File: src/sv/rrs_pkg.sv
`default_nettype none
package rrs_pkg;

	// Field and state widths
	localparam int BYTE_W     = 8;
	localparam int TICK_W     = 7;
	localparam int IR_SUM_W   = 12;
	localparam int BAT_SUM_W  = 10;
	localparam int FUNC_W     = 2;
	localparam int IN_DATA_W  = 32;
	localparam int OUT_DATA_W = 40;
	localparam int APB_ADDR_W = 5;
	localparam int APB_DATA_W = 32;

	// Default run lengths
	localparam int IR_PAIRS_DEF    = 10;
	localparam int BAT_SAMPLES_DEF = 4;

	// Register reset values
	localparam logic [BYTE_W-1:0] PAIR_TOL_RST  = 8'd3;
	localparam logic [BYTE_W-1:0] WIN_LOW_RST   = 8'd20;
	localparam logic [BYTE_W-1:0] WIN_HIGH_RST  = 8'd61;
	localparam logic [BYTE_W-1:0] BAT_THR_RST   = 8'd160;
	localparam logic [TICK_W-1:0] TICK_PER_RST  = 7'd100;
	localparam logic [BYTE_W-1:0] STOP_CODE_RST = 8'h31;
	localparam logic [BYTE_W-1:0] DUTY_RST      = 8'd30;

	// Item kinds carried on the input tuser
	typedef enum logic [FUNC_W-1:0] {
		FUNC_TICK   = 2'd0,
		FUNC_IR     = 2'd1,
		FUNC_BAT    = 2'd2,
		FUNC_BUTTON = 2'd3
	} func_t;

	// Register word indexes (byte address / 4)
	typedef enum logic [2:0] {
		REG_PAIR_TOL  = 3'd0,
		REG_WIN_LOW   = 3'd1,
		REG_WIN_HIGH  = 3'd2,
		REG_BAT_THR   = 3'd3,
		REG_TICK_PER  = 3'd4,
		REG_STOP_CODE = 3'd5,
		REG_DUTY      = 3'd6
	} reg_idx_t;

	// Result item, first field in the highest bits
	typedef struct packed {
		logic [BYTE_W-1:0] led_pattern;
		logic [BYTE_W-1:0] battery_avg;
		logic              battery_valid;
		logic [BYTE_W-1:0] distance_avg;
		logic              distance_valid;
		logic              battery_request;
		logic              stop_line;
		logic [BYTE_W-1:0] motor_duty;
		logic              motors_on;
		logic              run_on;
	} result_t;

endpackage
`default_nettype wire

File: src/sv/robot_run_supervisor_top.sv
// Robot run supervisor.
// Input stream (s_*): one item per transfer. s_tuser carries the item kind
// (tick, IR pair, battery sample, remote button); s_tdata carries the IR
// pair, battery sample and button byte. Every item gives exactly one result
// on the output stream (m_*): run and motor state, motor duty, stop line,
// the battery request, distance and battery completion pulses, the latest
// averages and the LED pattern.
// m_tvalid rises once the item has passed the input register, then the result register;
// the result then stays offered until m_tready takes it.
// Throughput is one item per cycle while the receiver keeps m_tready high;
// all the work for an item is one pass of logic, of which the longest path
// is the IR midpoint add into a constant reciprocal multiply and the window
// compare.
// When the receiver stalls, the result register holds and the input
// register still takes one more item; after that s_tready falls until the
// result is taken.
// Settings are to be written over the APB port only while the block is idle; the
// block does not enforce this. pready is always high and reads return the register value.
// Reset loads the settings defaults, clears the counters, sums and
// averages, stops run and motors and raises the stop line.
`default_nettype none
module robot_run_supervisor_top #(
	parameter int IR_PAIRS    = rrs_pkg::IR_PAIRS_DEF,
	parameter int BAT_SAMPLES = rrs_pkg::BAT_SAMPLES_DEF
) (
	input  wire logic                            clk,
	input  wire logic                            arst_n,
	// input stream
	input  wire logic                            s_tvalid,
	output logic                                 s_tready,
	// [7:0] ir_first, [15:8] ir_second, [23:16] battery_sample, [31:24] button_code
	input  wire logic [rrs_pkg::IN_DATA_W-1:0]   s_tdata,
	// [1:0] func
	input  wire logic [rrs_pkg::FUNC_W-1:0]      s_tuser,
	// output stream
	output logic                                 m_tvalid,
	input  wire logic                            m_tready,
	// [0] run_on, [1] motors_on, [9:2] motor_duty, [10] stop_line,
	// [11] battery_request, [12] distance_valid, [20:13] distance_avg,
	// [21] battery_valid, [29:22] battery_avg, [37:30] led_pattern, [39:38] zero
	output logic [rrs_pkg::OUT_DATA_W-1:0]       m_tdata,
	// configuration port
	input  wire logic                            psel,
	input  wire logic                            penable,
	input  wire logic                            pwrite,
	input  wire logic [rrs_pkg::APB_ADDR_W-1:0]  paddr,
	input  wire logic [rrs_pkg::APB_DATA_W-1:0]  pwdata,
	output logic [rrs_pkg::APB_DATA_W-1:0]       prdata,
	output logic                                 pready
);

	localparam int BW = rrs_pkg::BYTE_W;
	localparam int TW = rrs_pkg::TICK_W;
	localparam int IR_CNT_W  = (IR_PAIRS > 1) ? $clog2(IR_PAIRS) : 1;
	localparam int BAT_CNT_W = (BAT_SAMPLES > 1) ? $clog2(BAT_SAMPLES) : 1;
	// reciprocal divide, exact over the whole sum range
	localparam int IR_SHIFT  = rrs_pkg::IR_SUM_W + IR_CNT_W;
	localparam int IR_PROD_W = rrs_pkg::IR_SUM_W + IR_SHIFT + 1;
	localparam logic [IR_SHIFT:0] IR_RECIP =
		(IR_SHIFT+1)'((2**IR_SHIFT + IR_PAIRS - 1) / IR_PAIRS);
	localparam int BAT_SHIFT  = rrs_pkg::BAT_SUM_W + BAT_CNT_W;
	localparam int BAT_PROD_W = rrs_pkg::BAT_SUM_W + BAT_SHIFT + 1;
	localparam logic [BAT_SHIFT:0] BAT_RECIP =
		(BAT_SHIFT+1)'((2**BAT_SHIFT + BAT_SAMPLES - 1) / BAT_SAMPLES);
	localparam logic [IR_CNT_W:0]  IR_RUN  = (IR_CNT_W+1)'(IR_PAIRS);
	localparam logic [BAT_CNT_W:0] BAT_RUN = (BAT_CNT_W+1)'(BAT_SAMPLES);

	// settings registers
	logic [BW-1:0] pair_tol_q, win_low_q, win_high_q, bat_thr_q, stop_code_q, duty_q;
	logic [TW-1:0] tick_per_q;

	// supervisor state
	logic                          run_q, motor_q, stop_q;
	logic [TW-1:0]                 tick_q;
	logic [rrs_pkg::IR_SUM_W-1:0]  ir_sum_q;
	logic [IR_CNT_W-1:0]           ir_cnt_q;
	logic [rrs_pkg::BAT_SUM_W-1:0] bat_sum_q;
	logic [BAT_CNT_W-1:0]          bat_cnt_q;
	logic [BW-1:0]                 dist_q, batt_q, led_q;

	// next state
	logic                          run_d, motor_d, stop_d;
	logic [TW-1:0]                 tick_d;
	logic [rrs_pkg::IR_SUM_W-1:0]  ir_sum_d;
	logic [IR_CNT_W-1:0]           ir_cnt_d;
	logic [rrs_pkg::BAT_SUM_W-1:0] bat_sum_d;
	logic [BAT_CNT_W-1:0]          bat_cnt_d;
	logic [BW-1:0]                 dist_d, batt_d, led_d;
	logic                          breq, dvalid, bvalid;

	// pipeline
	logic                          valid_s1;
	rrs_pkg::func_t                func_s1;
	logic [BW-1:0]                 ir_first_s1, ir_second_s1, bat_s1, btn_s1;
	logic                          valid_s2;
	rrs_pkg::result_t              res_s2;
	rrs_pkg::result_t              res_d;
	logic                          adv_s1;

	// item datapath
	logic [BW:0]                   pair_diff, pair_add;
	logic                          pair_ok;
	logic [rrs_pkg::IR_SUM_W-1:0]  ir_sum_nx;
	logic [IR_CNT_W:0]             ir_cnt_inc;
	logic [IR_PROD_W-1:0]          ir_prod;
	logic [BW-1:0]                 ir_avg;
	logic [rrs_pkg::BAT_SUM_W-1:0] bat_sum_nx;
	logic [BAT_CNT_W:0]            bat_cnt_inc;
	logic [BAT_PROD_W-1:0]         bat_prod;
	logic [BW-1:0]                 bat_avg;
	logic [TW:0]                   tick_inc;
	logic                          cfg_wr;
	rrs_pkg::reg_idx_t             cfg_idx;

	// handshake: input stage moves when the result register is free or drained
	assign adv_s1   = !valid_s2 || m_tready;
	assign s_tready = !valid_s1 || adv_s1;
	assign m_tvalid = valid_s2;
	assign m_tdata  = {{(rrs_pkg::OUT_DATA_W-$bits(rrs_pkg::result_t)){1'b0}}, res_s2};

	// input register
	always_ff @(posedge clk or negedge arst_n) begin
		if (!arst_n) begin
			valid_s1 <= 1'b0;
		end else if (s_tready) begin
			valid_s1 <= s_tvalid;
		end
	end

	always_ff @(posedge clk) begin
		if (s_tready && s_tvalid) begin
			func_s1      <= rrs_pkg::func_t'(s_tuser);
			ir_first_s1  <= s_tdata[BW-1:0];
			ir_second_s1 <= s_tdata[2*BW-1:BW];
			bat_s1       <= s_tdata[3*BW-1:2*BW];
			btn_s1       <= s_tdata[4*BW-1:3*BW];
		end
	end

	// shared arithmetic for the item in the input register
	assign tick_inc    = {1'b0, tick_q} + (TW+1)'(1);
	assign pair_diff   = {1'b0, ir_second_s1} - {1'b0, ir_first_s1};
	assign pair_ok     = !pair_diff[BW] && (pair_diff[BW-1:0] < pair_tol_q);
	assign pair_add    = {1'b0, ir_first_s1} + {1'b0, ir_second_s1};
	assign ir_sum_nx   = ir_sum_q + rrs_pkg::IR_SUM_W'(pair_add[BW:1]);
	assign ir_cnt_inc  = {1'b0, ir_cnt_q} + (IR_CNT_W+1)'(1);
	assign ir_prod     = IR_PROD_W'(ir_sum_nx) * IR_PROD_W'(IR_RECIP);
	assign ir_avg      = ir_prod[IR_SHIFT +: BW];
	assign bat_sum_nx  = bat_sum_q + rrs_pkg::BAT_SUM_W'(bat_s1);
	assign bat_cnt_inc = {1'b0, bat_cnt_q} + (BAT_CNT_W+1)'(1);
	assign bat_prod    = BAT_PROD_W'(bat_sum_nx) * BAT_PROD_W'(BAT_RECIP);
	assign bat_avg     = bat_prod[BAT_SHIFT +: BW];

	// next state and result for one item
	always_comb begin
		run_d     = run_q;
		motor_d   = motor_q;
		stop_d    = stop_q;
		tick_d    = tick_q;
		ir_sum_d  = ir_sum_q;
		ir_cnt_d  = ir_cnt_q;
		bat_sum_d = bat_sum_q;
		bat_cnt_d = bat_cnt_q;
		dist_d    = dist_q;
		batt_d    = batt_q;
		led_d     = led_q;
		breq      = 1'b0;
		dvalid    = 1'b0;
		bvalid    = 1'b0;
		case (func_s1)
			rrs_pkg::FUNC_TICK: begin
				if (tick_inc > {1'b0, tick_per_q}) begin
					breq   = 1'b1;
					tick_d = '0;
				end else begin
					tick_d = tick_inc[TW-1:0];
				end
			end
			rrs_pkg::FUNC_IR: begin
				if (pair_ok) begin
					if (ir_cnt_inc >= IR_RUN) begin
						dist_d   = ir_avg;
						led_d    = ~ir_second_s1;
						dvalid   = 1'b1;
						ir_sum_d = '0;
						ir_cnt_d = '0;
						// window check; a value on a bound leaves the motors
						if ((ir_avg < win_low_q || ir_avg > win_high_q) && motor_q) begin
							motor_d = 1'b0;
						end else if (ir_avg > win_low_q && ir_avg < win_high_q && !motor_q) begin
							motor_d = 1'b1;
						end
					end else begin
						ir_sum_d = ir_sum_nx;
						ir_cnt_d = ir_cnt_inc[IR_CNT_W-1:0];
					end
				end
			end
			rrs_pkg::FUNC_BAT: begin
				if (bat_cnt_inc >= BAT_RUN) begin
					batt_d    = bat_avg;
					bvalid    = 1'b1;
					bat_sum_d = '0;
					bat_cnt_d = '0;
					// low battery while running stops everything
					if (bat_avg < bat_thr_q && run_q) begin
						run_d   = 1'b0;
						motor_d = 1'b0;
						stop_d  = 1'b1;
					end
				end else begin
					bat_sum_d = bat_sum_nx;
					bat_cnt_d = bat_cnt_inc[BAT_CNT_W-1:0];
				end
			end
			rrs_pkg::FUNC_BUTTON: begin
				if (btn_s1 == stop_code_q) begin
					run_d   = !run_q;
					motor_d = !run_q;
					stop_d  = run_q;
				end
			end
			default: begin
			end
		endcase

		res_d.run_on          = run_d;
		res_d.motors_on       = motor_d;
		res_d.motor_duty      = motor_d ? duty_q : '0;
		res_d.stop_line       = stop_d;
		res_d.battery_request = breq;
		res_d.distance_valid  = dvalid;
		res_d.distance_avg    = dist_d;
		res_d.battery_valid   = bvalid;
		res_d.battery_avg     = batt_d;
		res_d.led_pattern     = led_d;
	end

	// state update as the item leaves the input register
	always_ff @(posedge clk or negedge arst_n) begin
		if (!arst_n) begin
			run_q     <= 1'b0;
			motor_q   <= 1'b0;
			stop_q    <= 1'b1;
			tick_q    <= '0;
			ir_sum_q  <= '0;
			ir_cnt_q  <= '0;
			bat_sum_q <= '0;
			bat_cnt_q <= '0;
			dist_q    <= '0;
			batt_q    <= '0;
			led_q     <= '0;
		end else if (valid_s1 && adv_s1) begin
			run_q     <= run_d;
			motor_q   <= motor_d;
			stop_q    <= stop_d;
			tick_q    <= tick_d;
			ir_sum_q  <= ir_sum_d;
			ir_cnt_q  <= ir_cnt_d;
			bat_sum_q <= bat_sum_d;
			bat_cnt_q <= bat_cnt_d;
			dist_q    <= dist_d;
			batt_q    <= batt_d;
			led_q     <= led_d;
		end
	end

	// result register
	always_ff @(posedge clk or negedge arst_n) begin
		if (!arst_n) begin
			valid_s2 <= 1'b0;
		end else if (adv_s1) begin
			valid_s2 <= valid_s1;
		end
	end

	always_ff @(posedge clk) begin
		if (adv_s1 && valid_s1) begin
			res_s2 <= res_d;
		end
	end

	// configuration port
	assign pready  = 1'b1;
	assign cfg_wr  = psel && penable && pwrite && pready;
	assign cfg_idx = rrs_pkg::reg_idx_t'(paddr[rrs_pkg::APB_ADDR_W-1:2]);

	always_ff @(posedge clk or negedge arst_n) begin
		if (!arst_n) begin
			pair_tol_q  <= rrs_pkg::PAIR_TOL_RST;
			win_low_q   <= rrs_pkg::WIN_LOW_RST;
			win_high_q  <= rrs_pkg::WIN_HIGH_RST;
			bat_thr_q   <= rrs_pkg::BAT_THR_RST;
			tick_per_q  <= rrs_pkg::TICK_PER_RST;
			stop_code_q <= rrs_pkg::STOP_CODE_RST;
			duty_q      <= rrs_pkg::DUTY_RST;
		end else if (cfg_wr) begin
			case (cfg_idx)
				rrs_pkg::REG_PAIR_TOL:  pair_tol_q  <= pwdata[BW-1:0];
				rrs_pkg::REG_WIN_LOW:   win_low_q   <= pwdata[BW-1:0];
				rrs_pkg::REG_WIN_HIGH:  win_high_q  <= pwdata[BW-1:0];
				rrs_pkg::REG_BAT_THR:   bat_thr_q   <= pwdata[BW-1:0];
				rrs_pkg::REG_TICK_PER:  tick_per_q  <= pwdata[TW-1:0];
				rrs_pkg::REG_STOP_CODE: stop_code_q <= pwdata[BW-1:0];
				rrs_pkg::REG_DUTY:      duty_q      <= pwdata[BW-1:0];
				default: begin
				end
			endcase
		end
	end

	// register read-back
	always_comb begin
		case (cfg_idx)
			rrs_pkg::REG_PAIR_TOL:  prdata = rrs_pkg::APB_DATA_W'(pair_tol_q);
			rrs_pkg::REG_WIN_LOW:   prdata = rrs_pkg::APB_DATA_W'(win_low_q);
			rrs_pkg::REG_WIN_HIGH:  prdata = rrs_pkg::APB_DATA_W'(win_high_q);
			rrs_pkg::REG_BAT_THR:   prdata = rrs_pkg::APB_DATA_W'(bat_thr_q);
			rrs_pkg::REG_TICK_PER:  prdata = rrs_pkg::APB_DATA_W'(tick_per_q);
			rrs_pkg::REG_STOP_CODE: prdata = rrs_pkg::APB_DATA_W'(stop_code_q);
			rrs_pkg::REG_DUTY:      prdata = rrs_pkg::APB_DATA_W'(duty_q);
			default:                prdata = '0;
		endcase
	end

	// stop line always mirrors a stopped run state
	a_stop_mirrors_run: assert property (@(posedge clk) disable iff (!arst_n)
		stop_q == !run_q)
		else $error("stop indicator out of step with run state");

	// a battery request leaves the tick divider at zero
	a_tick_wraps: assert property (@(posedge clk) disable iff (!arst_n)
		(valid_s1 && adv_s1 && breq) |=> (tick_q == '0))
		else $error("tick divider did not wrap on battery request");

	// duty is only driven while the motors run
	a_duty_gated: assert property (@(posedge clk) disable iff (!arst_n)
		(valid_s2 && !res_s2.motors_on) |-> (res_s2.motor_duty == '0))
		else $error("motor duty set with motors off");

	// a completed IR run clears the pair counter
	a_ir_clear: assert property (@(posedge clk) disable iff (!arst_n)
		(valid_s1 && adv_s1 && dvalid) |=> (ir_cnt_q == '0 && ir_sum_q == '0))
		else $error("IR accumulator not cleared after distance average");

endmodule
`default_nettype wire

File: config.mk
export PLATFORM = sky130hd
export DESIGN_NAME = robot_run_supervisor_top
export DESIGN_NICKNAME = d
export VERILOG_FILES = /design/src/sv/rrs_pkg.sv /design/src/sv/robot_run_supervisor_top.sv
export SDC_FILE = /design/constraint.sdc
export NUM_CORES = 1
export LEC_CHECK = 0
export BUFFER_PORTS_ARGS = -buffer_cell sky130_fd_sc_hd__clkbuf_2
export CAP_MARGIN = 15
export CORE_MARGIN = 5
export CORE_UTILIZATION = 60
export CTS_CLUSTER_DIAMETER = 100
export DETAILED_ROUTE_END_ITERATION = 8
export GPL_ROUTABILITY_DRIVEN = 0
export PLACE_DENSITY_LB_ADDON = 0.15
export SLEW_MARGIN = 20
export SYNTH_ARGS = -nofsm -noshare
export SYNTH_HDL_FRONTEND = slang
export SYNTH_SLANG_ARGS = --single-unit
File: constraint.sdc
create_clock -name clk -period 9.5 [get_ports clk]
set_input_delay 0.95 -clock clk [delete_from_list [all_inputs] [get_ports clk]]
set_output_delay 0.95 -clock clk [all_outputs]
set_load 0.01 [all_outputs]
After elaboration in Yosys (flattened, before gate mapping)

Index checks and enable logic that the tools add are counted.
Widths: inputs -> output; s select.

Bits in read-only memories: 0
Latch bits: 0
Flip-flop bits (word level): 191
Input port bits: 78
Logic and storage cells: 126
Memories kept: 0
Output and inout port bits: 75
Memory bits (writable): 0

$mul: 1
Shift operators: 0
Equality and inequality tests: 10
Bitwise operators: 1
Magnitude comparators: 9
Muxes and demuxes: 33
Reduce and logical (&&, ||, !) cells: 30
Div/mod/pow operators: 0
Add/sub/neg operators: 7

Operators by type and width:

| operator               | count |
|---|---|
| $mux 8                 | 8 |
| $pmux 8 s7             | 1 |
| $lt 8x8->1             | 4 |
| $mul 12x12->23 const B | 1 |
| $reduce_and 2->1       | 10 |
| $gt 8x8->1             | 2 |
| $mux 1                 | 16 |
| $add 12x8->12          | 1 |
| $mux 12                | 1 |
| $add 10x8->10          | 1 |
| $mux 10                | 1 |
| $add 8x8->9            | 1 |
| $eq 3x3->1 const B     | 3 |
| $logic_and 1x1->1      | 9 |
| $sub 8x8->9            | 1 |
| $add 7x1->8 const B    | 1 |
| $eq 8x8->1             | 1 |
| $gt 8x7->1             | 1 |
| $not 8->8              | 1 |
| $mux 7                 | 1 |
| $eq 3x2->1 const B     | 2 |
| $add 4x1->5 const B    | 1 |
| $ge 5x4->1 const B     | 1 |
| $logic_not 1->1        | 5 |
| other kinds (13)       | 17 |

Longest topological paths before layout

Gate-level depths: netlist (run 1).

Depth after elaboration: 11
Depth in mapped cells: 38
Depth with buffers taken out: 37

Least setup slack after synthesis (run 1)

No wires, ideal clock.

Path type: flip-flop to flip-flop
Start: register ir_second_s1[0]
End: register motor_q
Slack: 1.314 ns
Data required time: 9.414 ns
Cell stages (with the launch flop): 33
Setup time: 0.086 ns
Buffers on the path: 0
Arrival time: 8.101 ns
Clock period less this slack: 8.186 ns
Cell sequence: edfxtp_1 -> ha_1 -> inv_1 -> fa_1 -> o21bai_1 -> a21oi_1 -> o21bai_1 -> a21oi_1 -> xor2_1 -> ha_1 -> or3_1 -> o31a_1 -> xnor2_1 -> ha_1 -> inv_1 -> fa_1 -> inv_1 -> fa_1 -> inv_1 -> fa_1 -> fa_1 -> inv_1 -> ha_1 -> and4_1 -> o21ai_0 -> a221o_1 -> a211oi_1 -> ha_1 -> a21oi_1 -> o21ai_0 -> or2_2 -> or4_1 -> a32oi_1

Longest elaborated chain between the ends: 11
Elaborated cells on any way between the ends: 20
Classes of those cells: add/sub: 3; mul: 1; order compare: 5; mux: 5; reduce/logical: 6

RTL lines:

| what                                            | line                            | source |
|---|---|---|
| start: declaration                              | robot_run_supervisor_top.sv:94  | `logic [BW-1:0] ir_first_s1, ir_second_s1, bat_s1, btn_s1;` |
| start signal: assignment                        | robot_run_supervisor_top.sv:134 | `ir_second_s1 <= s_tdata[2*BW-1:BW];` |
| $add 8x8->9                                     | robot_run_supervisor_top.sv:144 | `assign pair_add = {1'b0, ir_first_s1} + {1'b0, ir_second_s1};` |
| $add 12x8->12                                   | robot_run_supervisor_top.sv:145 | `assign ir_sum_nx = ir_sum_q + rrs_pkg::IR_SUM_W'(pair_add[BW:1]);` |
| $mul 12x12->23                                  | robot_run_supervisor_top.sv:147 | `assign ir_prod = IR_PROD_W'(ir_sum_nx) * IR_PROD_W'(IR_RECIP);` |
| $gt 8x8->1 / $lt 8x8->1 (equally long branches) | robot_run_supervisor_top.sv:190 | `end else if (ir_avg > win_low_q && ir_avg < win_high_q && !motor_q) begin` |
| $logic_and 1x1->1 (2 in series)                 | robot_run_supervisor_top.sv:190 |  |
| $mux 1                                          | robot_run_supervisor_top.sv:190 |  |
| $mux 1                                          | robot_run_supervisor_top.sv:188 | `if ((ir_avg < win_low_q \|\| ir_avg > win_high_q) && motor_q) begin` |
| $mux 1                                          | robot_run_supervisor_top.sv:181 | `if (ir_cnt_inc >= IR_RUN) begin` |
| $mux 1 (*)                                      | robot_run_supervisor_top.sv:180 | `if (pair_ok) begin` |
| $pmux 1 s3 (*)                                  | robot_run_supervisor_top.sv:170 | `case (func_s1)` |
| end signal: assignment                          | robot_run_supervisor_top.sv:255 | `motor_q <= motor_d;` |
| end: declaration                                | robot_run_supervisor_top.sv:73  | `logic run_q, motor_q, stop_q;` |

Mark *: on every way between the ends. The rest lies on a longest branch, timed or not.
A chain may end at the register's enable or synchronous reset.

Worst setup path in the final report (run 1)

Start: register ir_first_s1[1]
End: register motor_q

Longest elaborated chain between the ends: 11
Elaborated cells on any way between the ends: 20
Classes of those cells: add/sub: 3; mul: 1; order compare: 5; mux: 5; reduce/logical: 6

RTL lines:

| what                                            | line                            | source |
|---|---|---|
| start: declaration                              | robot_run_supervisor_top.sv:94  |  |
| start signal: assignment                        | robot_run_supervisor_top.sv:133 | `ir_first_s1 <= s_tdata[BW-1:0];` |
| $add 8x8->9                                     | robot_run_supervisor_top.sv:144 |  |
| $add 12x8->12                                   | robot_run_supervisor_top.sv:145 |  |
| $mul 12x12->23                                  | robot_run_supervisor_top.sv:147 |  |
| $gt 8x8->1 / $lt 8x8->1 (equally long branches) | robot_run_supervisor_top.sv:190 |  |
| $logic_and 1x1->1 (2 in series)                 | robot_run_supervisor_top.sv:190 |  |
| $mux 1                                          | robot_run_supervisor_top.sv:190 |  |
| $mux 1                                          | robot_run_supervisor_top.sv:188 |  |
| $mux 1                                          | robot_run_supervisor_top.sv:181 |  |
| $mux 1 (*)                                      | robot_run_supervisor_top.sv:180 |  |
| $pmux 1 s3 (*)                                  | robot_run_supervisor_top.sv:170 |  |

Marked as above.

==> impl_metrics.py, run 1 <==
metrics = {
    "run_status": {
        "status": "finished, violations left",
        "violations": "design-rule violations",
    },
    "yosys": {
        "yosysWarnings": 0,
        "synth_seq_cells": 191,
        "syn_avg_cell_area_um2": 10.3,
        "synthTopCellsByArea": "dfrtp_1 (18%), edfxtp_1 (16%), ha_1 (14%), fa_1 (6.2%), inv_1 (4.7%)",
        "yosysTopAreaCell": "dfrtp_1",
        "async_flop_share_pct": 62.3,
        "synthCells": 1277,
        "ys_seq_area_share_pct": 39.1,
        "yosys.area.top_type_share_pct": 18.4,
        "yosysUniqueCellTypes": 86,
        "synth-edff-count": 72,
        "synth_ff_type": "dfrtp_1",
        "mappedNetlistArea_um2": 13200,
    },
    "grt": {
        "grt_pass1_vias": 9348,
        "grt_antenna_before_repair": 0,
        "grt_usage_pct": 23.7,
        "grt_overflow_total": 0,
        "grt_max_degree": 74,
        "grt_pass1_wl_um": 46800,
    },
    "sta": {
        "min_period_ps": 8820,
        "max_freq_ghz": 0.113,
        "hold_viol": 0,
        "setup-tns-final_ps": 0,
        "finalSetupViolations": 0,
        "slew_headroom_pct": 38.7,
        "slew_viol_final": 0,
        "finClkSkew_ps": 11.4,
        "rsz0062_at_grt": "no",
        "final.period_utilization_pct": 92.8,
        "tightest_slew_ps": 919,
        "setup_ws_ps": 680,
    },
    "setup_path": {
        "cp_data_required_time_ps": 9860,
        "cp-end-kind": "register",
        "cp_slowest_cell": "fa_1",
        "cp_data_arrival_time_ps": 9180,
        "cpPeakStageDelay_ps": 550,
        "crit_fanout": 5,
        "crit_type": "reg -> reg",
        "cpMostUsedCell": "a21oi_1",
        "start_kind": "register",
    },
    "final_layout": {
        "layout.nets": 1642,
        "drive_above_1_share_pct": 17.5,
        "num_antenna_cells": 0,
        "area_delta_synth_final_pct": 10.5,
        "final_common_cell": "inv_1",
        "nFillCells": 1707,
        "mostFrequentLayoutCells": "inv_1 (164), ha_1 (148), nand2_1 (117)",
    },
    "min_path": {
        "worst_hold_path_type": "reg -> reg",
    },
    "clocking": {
        "clock_latency_ps": 440,
        "tritoncts.num_buffers": 17,
        "numClockSinks": 191,
        "cts_setup_buffers": 0,
        "path_clk_slew_ps": 70,
        "cts_resized": 0,
        "cts_tree": "built",
        "root_buffer": "clkbuf_16",
        "cts.hold.buffers_added": 0,
        "htree_levels": 4,
        "cts_buffer_depth": 2,
    },
    "die": {
        "start_util_pct": 60.7,
        "io_pins": 153,
        "die_x_um": 158,
        "die_height_um": 158,
        "die-area_um2": 25100,
        "rows": 54,
        "coreArea_um2": 21800,
    },
    "placed_design": {
        "place_hpwl_um": 21500,
        "pre_cts_slack_ps": 451,
        "portBuffers": 99,
    },
    "drt": {
        "drtIter0Drc": 508,
        "routed_wirelength_um": 28800,
        "vias_per_cell": 5.68,
        "ant_nets": 0,
        "dr.pass1.iters": 9,
        "dr_total_vias": 9478,
        "drcViolationCount": 2,
        "wl_per_cell_um": 17.3,
    },
    "job": {
        "cap_violations": 0,
    },
}
-- worst max-delay path: cells and delay by family (launching register included) --
kind / cells / cell delay, ps
AO/OA/AOI/OAI: 14 / 2480
flip-flops: 1 / 430
AND/OR/NAND/NOR: 4 / 1090
adder cells (fa/ha/maj): 9 / 3610
XOR/XNOR: 3 / 550
buffers and inverters: 6 / 570
-- flip-flops by register name (all words and copies together), names as in the netlist, 8 cells and up --
| register | cells |
|---|---|
| bat_thr_q | 8 |
| stop_code_q | 8 |
| bat_s1 | 8 |
| win_high_q | 8 |
| batt_q | 8 |
| duty_q | 8 |
| pair_tol_q | 8 |
| m_tdata | 38 |
| win_low_q | 8 |
| ir_first_s1 | 8 |
| btn_s1 | 8 |
| dist_q | 8 |
| led_q | 8 |
| ir_sum_q | 12 |
| bat_sum_q | 10 |
| ir_second_s1 | 8 |
-- synth_stat cells (7+ instances only) --
master	number
a21o_1	9
a21oi_1	50
a22o_1	12
and2_1	8
and3_1	8
buf_4	27
clkbuf_1	22
dfrtp_1	97
dfstp_2	22
edfxtp_1	72
fa_1	41
ha_1	148
inv_1	165
mux2_2	49
mux2i_1	10
nand2_1	117
nand2b_1	11
nand3_1	10
nand4_1	10
nor2_1	43
nor2b_1	10
nor3_1	12
o211ai_1	14
o21a_1	11
o21ai_0	78
o21ai_1	35
o21bai_1	9
o31ai_1	7
or3_1	7
xnor2_1	45
xor2_1	15
-- kinds of logic (layout without fill, tap and decap cells) --
| group | count (synthesis) | count (layout) | share of synthesized area [%] |
|---|---|---|---|
| buf+inv | 227 | 313 | 7.34 |
| fa+ha+maj | 189 | 189 | 20.2 |
| other cells | 2 | 27 | 0.0569 |
| compound gates | 271 | 271 | 12.9 |
| flops | 191 | 191 | 39.1 |
| simple gates | 266 | 266 | 9.94 |
| xor+xnor | 61 | 61 | 4.10 |
| mux | 70 | 70 | 6.30 |
-- final timing paths --
path                                          start                       end  slack, ps  cells after the start
max                        ir_first_s1[1]$_DFFE_PP_       motor_q$_DFFE_PN0P_        680                     36
min                            led_q[6]$_DFFE_PN0P_      led_q[6]$_DFFE_PN0P_        480                      2
max reg2reg                ir_first_s1[1]$_DFFE_PP_       motor_q$_DFFE_PN0P_        680                     36
min reg2reg                    led_q[6]$_DFFE_PN0P_      led_q[6]$_DFFE_PN0P_        480                      2
max in group asynchronous                    arst_n  bat_sum_q[5]$_DFFE_PN0P_       7840                      2
min in group asynchronous                    arst_n  bat_sum_q[1]$_DFFE_PN0P_        530                      1
-- cell type report --
type	instances	area (µm²)	share of cell area, %
inverter	168	631	4.32
clock inverter	12	208	1.42
sequential	191	5170	35.4
tap	280	350	2.40
multi-input combinational	884	7200	49.3
clock buffer	20	437	2.99
timing repair buffer	113	607	4.16
-- metal layers --
metal  GRT usage [%]  wire length (µm)  vias to the layer above
met5               0                 0                        -
met4            5.81               420                        0
met2            37.5             13300                      256
li1                -                 -                     4582
met3            4.32              1630                       33
met1            34.1             13500                     4607
-- stage by stage --
step | cells | hold WS [ps] | util (%) | cell area (µm²)
after floorplan | 1302 | 442 | - | 13300
after global placement | 1636 | 453 | 64.0 | 13900
after detailed placement | 1636 | 471 | 64.0 | 13900
after CTS | 1668 | 486 | 66.9 | 14600
after global routing | 1668 | 507 | 67.1 | 14600
final | 1668 | 481 | 67.1 | 14600
Power of run 1 is not shown: default switching activity piles up to over one toggle a cycle in this logic, so the estimate is an artifact.
==> run 2: changes to the inputs <==
--- a/config.mk
+++ b/config.mk
@@ -14,2 +14,3 @@
 export GPL_ROUTABILITY_DRIVEN = 0
+export GPL_TIMING_DRIVEN = 0
 export PLACE_DENSITY_LB_ADDON = 0.15
==> constraint.sdc (replaced) <==
create_clock -name clk -period 9.5 [get_ports clk]
set_input_delay 1.425 -clock clk [delete_from_list [all_inputs] [get_ports clk]]
set_output_delay 1.425 -clock clk [all_outputs]
set_load 0.01 [all_outputs]
==> impl_metrics.py, run 2 (synthesized netlist as in run 1, its figures left out) <==
metrics = {
    "run_status": {
        "status": "finished clean",
    },
    "clocking": {
        "cts_tree": "built",
        "cts.hold.buffers_added": 0,
        "path_clk_slew_ps": 70,
        "cts_buffer_depth": 2,
        "tritoncts.num_buffers": 17,
        "htree_levels": 4,
        "clock_latency_ps": 440,
        "numClockSinks": 191,
        "root_buffer": "clkbuf_16",
    },
    "placed_design": {
        "place_hpwl_um": 22900,
        "portBuffers": 98,
    },
    "job": {
        "cap_violations": 0,
    },
    "final_layout": {
        "area_delta_synth_final_pct": 12.9,
        "largest_reg_flops": 38,
        "multi_input_area_um2": 7280,
        "nFillCells": 1695,
        "final_common_cell": "inv_1",
        "drive_above_1_share_pct": 19.5,
        "seq_area_um2": 5170,
        "num_antenna_cells": 0,
        "final_core_util_pct": 68.5,
        "layout.nets": 1692,
        "mostFrequentLayoutCells": "inv_1 (164), ha_1 (148), nand2_1 (117)",
    },
    "drt": {
        "wl_met2_um": 13700,
        "ant_nets": 0,
        "drcViolationCount": 0,
        "routed_wirelength_um": 29800,
        "highest_layer": "met4",
        "drtIter0Drc": 538,
        "wl_met1_um": 13500,
        "wl_per_cell_um": 17.3,
        "dr_total_vias": 9738,
        "wl_met3_um": 2120,
        "dr.pass1.iters": 7,
        "vias_per_cell": 5.67,
    },
    "setup_path": {
        "cp_slowest_cell": "fa_1",
        "cpPeakStageDelay_ps": 550,
        "cp_data_arrival_time_ps": 9260,
        "crit_type": "reg -> reg",
        "cp-end-kind": "register",
        "cp_data_required_time_ps": 9760,
        "start_kind": "register",
        "crit_fanout": 9,
    },
    "grt": {
        "grt_usage_pct": 24.2,
        "grt_pass1_wl_um": 48000,
        "grt_overflow_total": 0,
        "grt_max_degree": 89,
        "grt_antenna_before_repair": 0,
        "grt_pass1_vias": 9522,
    },
    "die": {
        "die_x_um": 158,
        "coreArea_um2": 21800,
        "rows": 54,
        "io_pins": 153,
        "die-area_um2": 25100,
        "start_util_pct": 60.7,
        "die_height_um": 158,
    },
    "sta": {
        "finalSetupViolations": 0,
        "min_period_ps": 8990,
        "finClkSkew_ps": 13.1,
        "hold_viol": 0,
        "final.period_utilization_pct": 94.7,
        "slew_headroom_pct": 43.5,
        "slew_viol_final": 0,
        "tightest_slew_ps": 845,
        "max_freq_ghz": 0.111,
    },
    "min_path": {
        "worst_hold_path_type": "reg -> reg",
    },
}
run 2: cell types whose count changed in the layout (fill, tap and decap cells not counted), sizes merged:
cell and delta:
clkinv +2, buf +27, clkbuf +22, inv -1
clkinvlp +4, bufinv -4
run 2: layout make-up:
class	instances	share of cell area (%)
Multi-Input combinational cell	884	48.8
Clock inverter	13	0.789
Buffer	58	2.25
Sequential cell	191	34.7
Inverter	168	4.23
Timing Repair Buffer	105	4.00
Clock buffer	19	2.90
Tap cell	280	2.35
run 2: stage by stage:
stage | cells | setup WS, ps | area [µm²] | hold slack [ps] | TNS (ps)
after global placement | 1680 | -152 | 14100 | 454 | -659
after global routing | 1718 | -8.87 | 14900 | 500 | -11.9
after floorplan | 1302 | 1310 | 13300 | 442 | 0
after CTS | 1715 | 44.3 | 14800 | 477 | 0
after detailed placement | 1683 | -217 | 14200 | 462 | -1480
final | 1718 | 505 | 14900 | 473 | 0
run 2: path summary, 6_finish.rpt:
path / startpoint / endpoint / slack, ps / cells past startpoint
setup / recovery: ir_first_s1[1]$_DFFE_PP_ / m_tdata[5]$_SDFFCE_PN0P_ / 510 / 35
hold reg to reg: batt_q[1]$_DFFE_PN0P_ / batt_q[1]$_DFFE_PN0P_ / 470 / 2
setup reg to reg: ir_first_s1[1]$_DFFE_PP_ / m_tdata[5]$_SDFFCE_PN0P_ / 510 / 35
min in group asynchronous: arst_n / bat_sum_q[1]$_DFFE_PN0P_ / 890 / 1
max in group asynchronous: arst_n / tick_per_q[2]$_DFFE_PN1P_ / 7860 / 2
hold / removal: batt_q[1]$_DFFE_PN0P_ / batt_q[1]$_DFFE_PN0P_ / 470 / 2
run 2: per-layer routing:
| metal | vias up | track usage, % |
|---|---|---|
| met5 | - | 0 |
| met4 | 0 | 4.91 |
| met3 | 33 | 4.51 |
| met2 | 319 | 38.1 |
| met1 | 4700 | 35.4 |
| li1 | 4686 | - |
run 2: worst max-delay path: cells and delay by family (launching register included):
family / cells / cell delay, ps
buffers and inverters: 4 / 340
xor gates and xnor gates: 4 / 930
AOI/OAI and AO/OA: 14 / 2890
DFF: 1 / 420
adders and majority gates: 8 / 3320
and+or+nand+nor: 5 / 950
run 2: what timing repair did:
action | 4_1_cts | 5_1_grt
gates resized for setup | 3 | 16
setup endpoints to repair | 10 | 10
buffers inserted | 0 | 4
pin swaps | 0 | 2
hold endpoints to repair | 0 | 0
Power of run 2 is left out for the same reason.
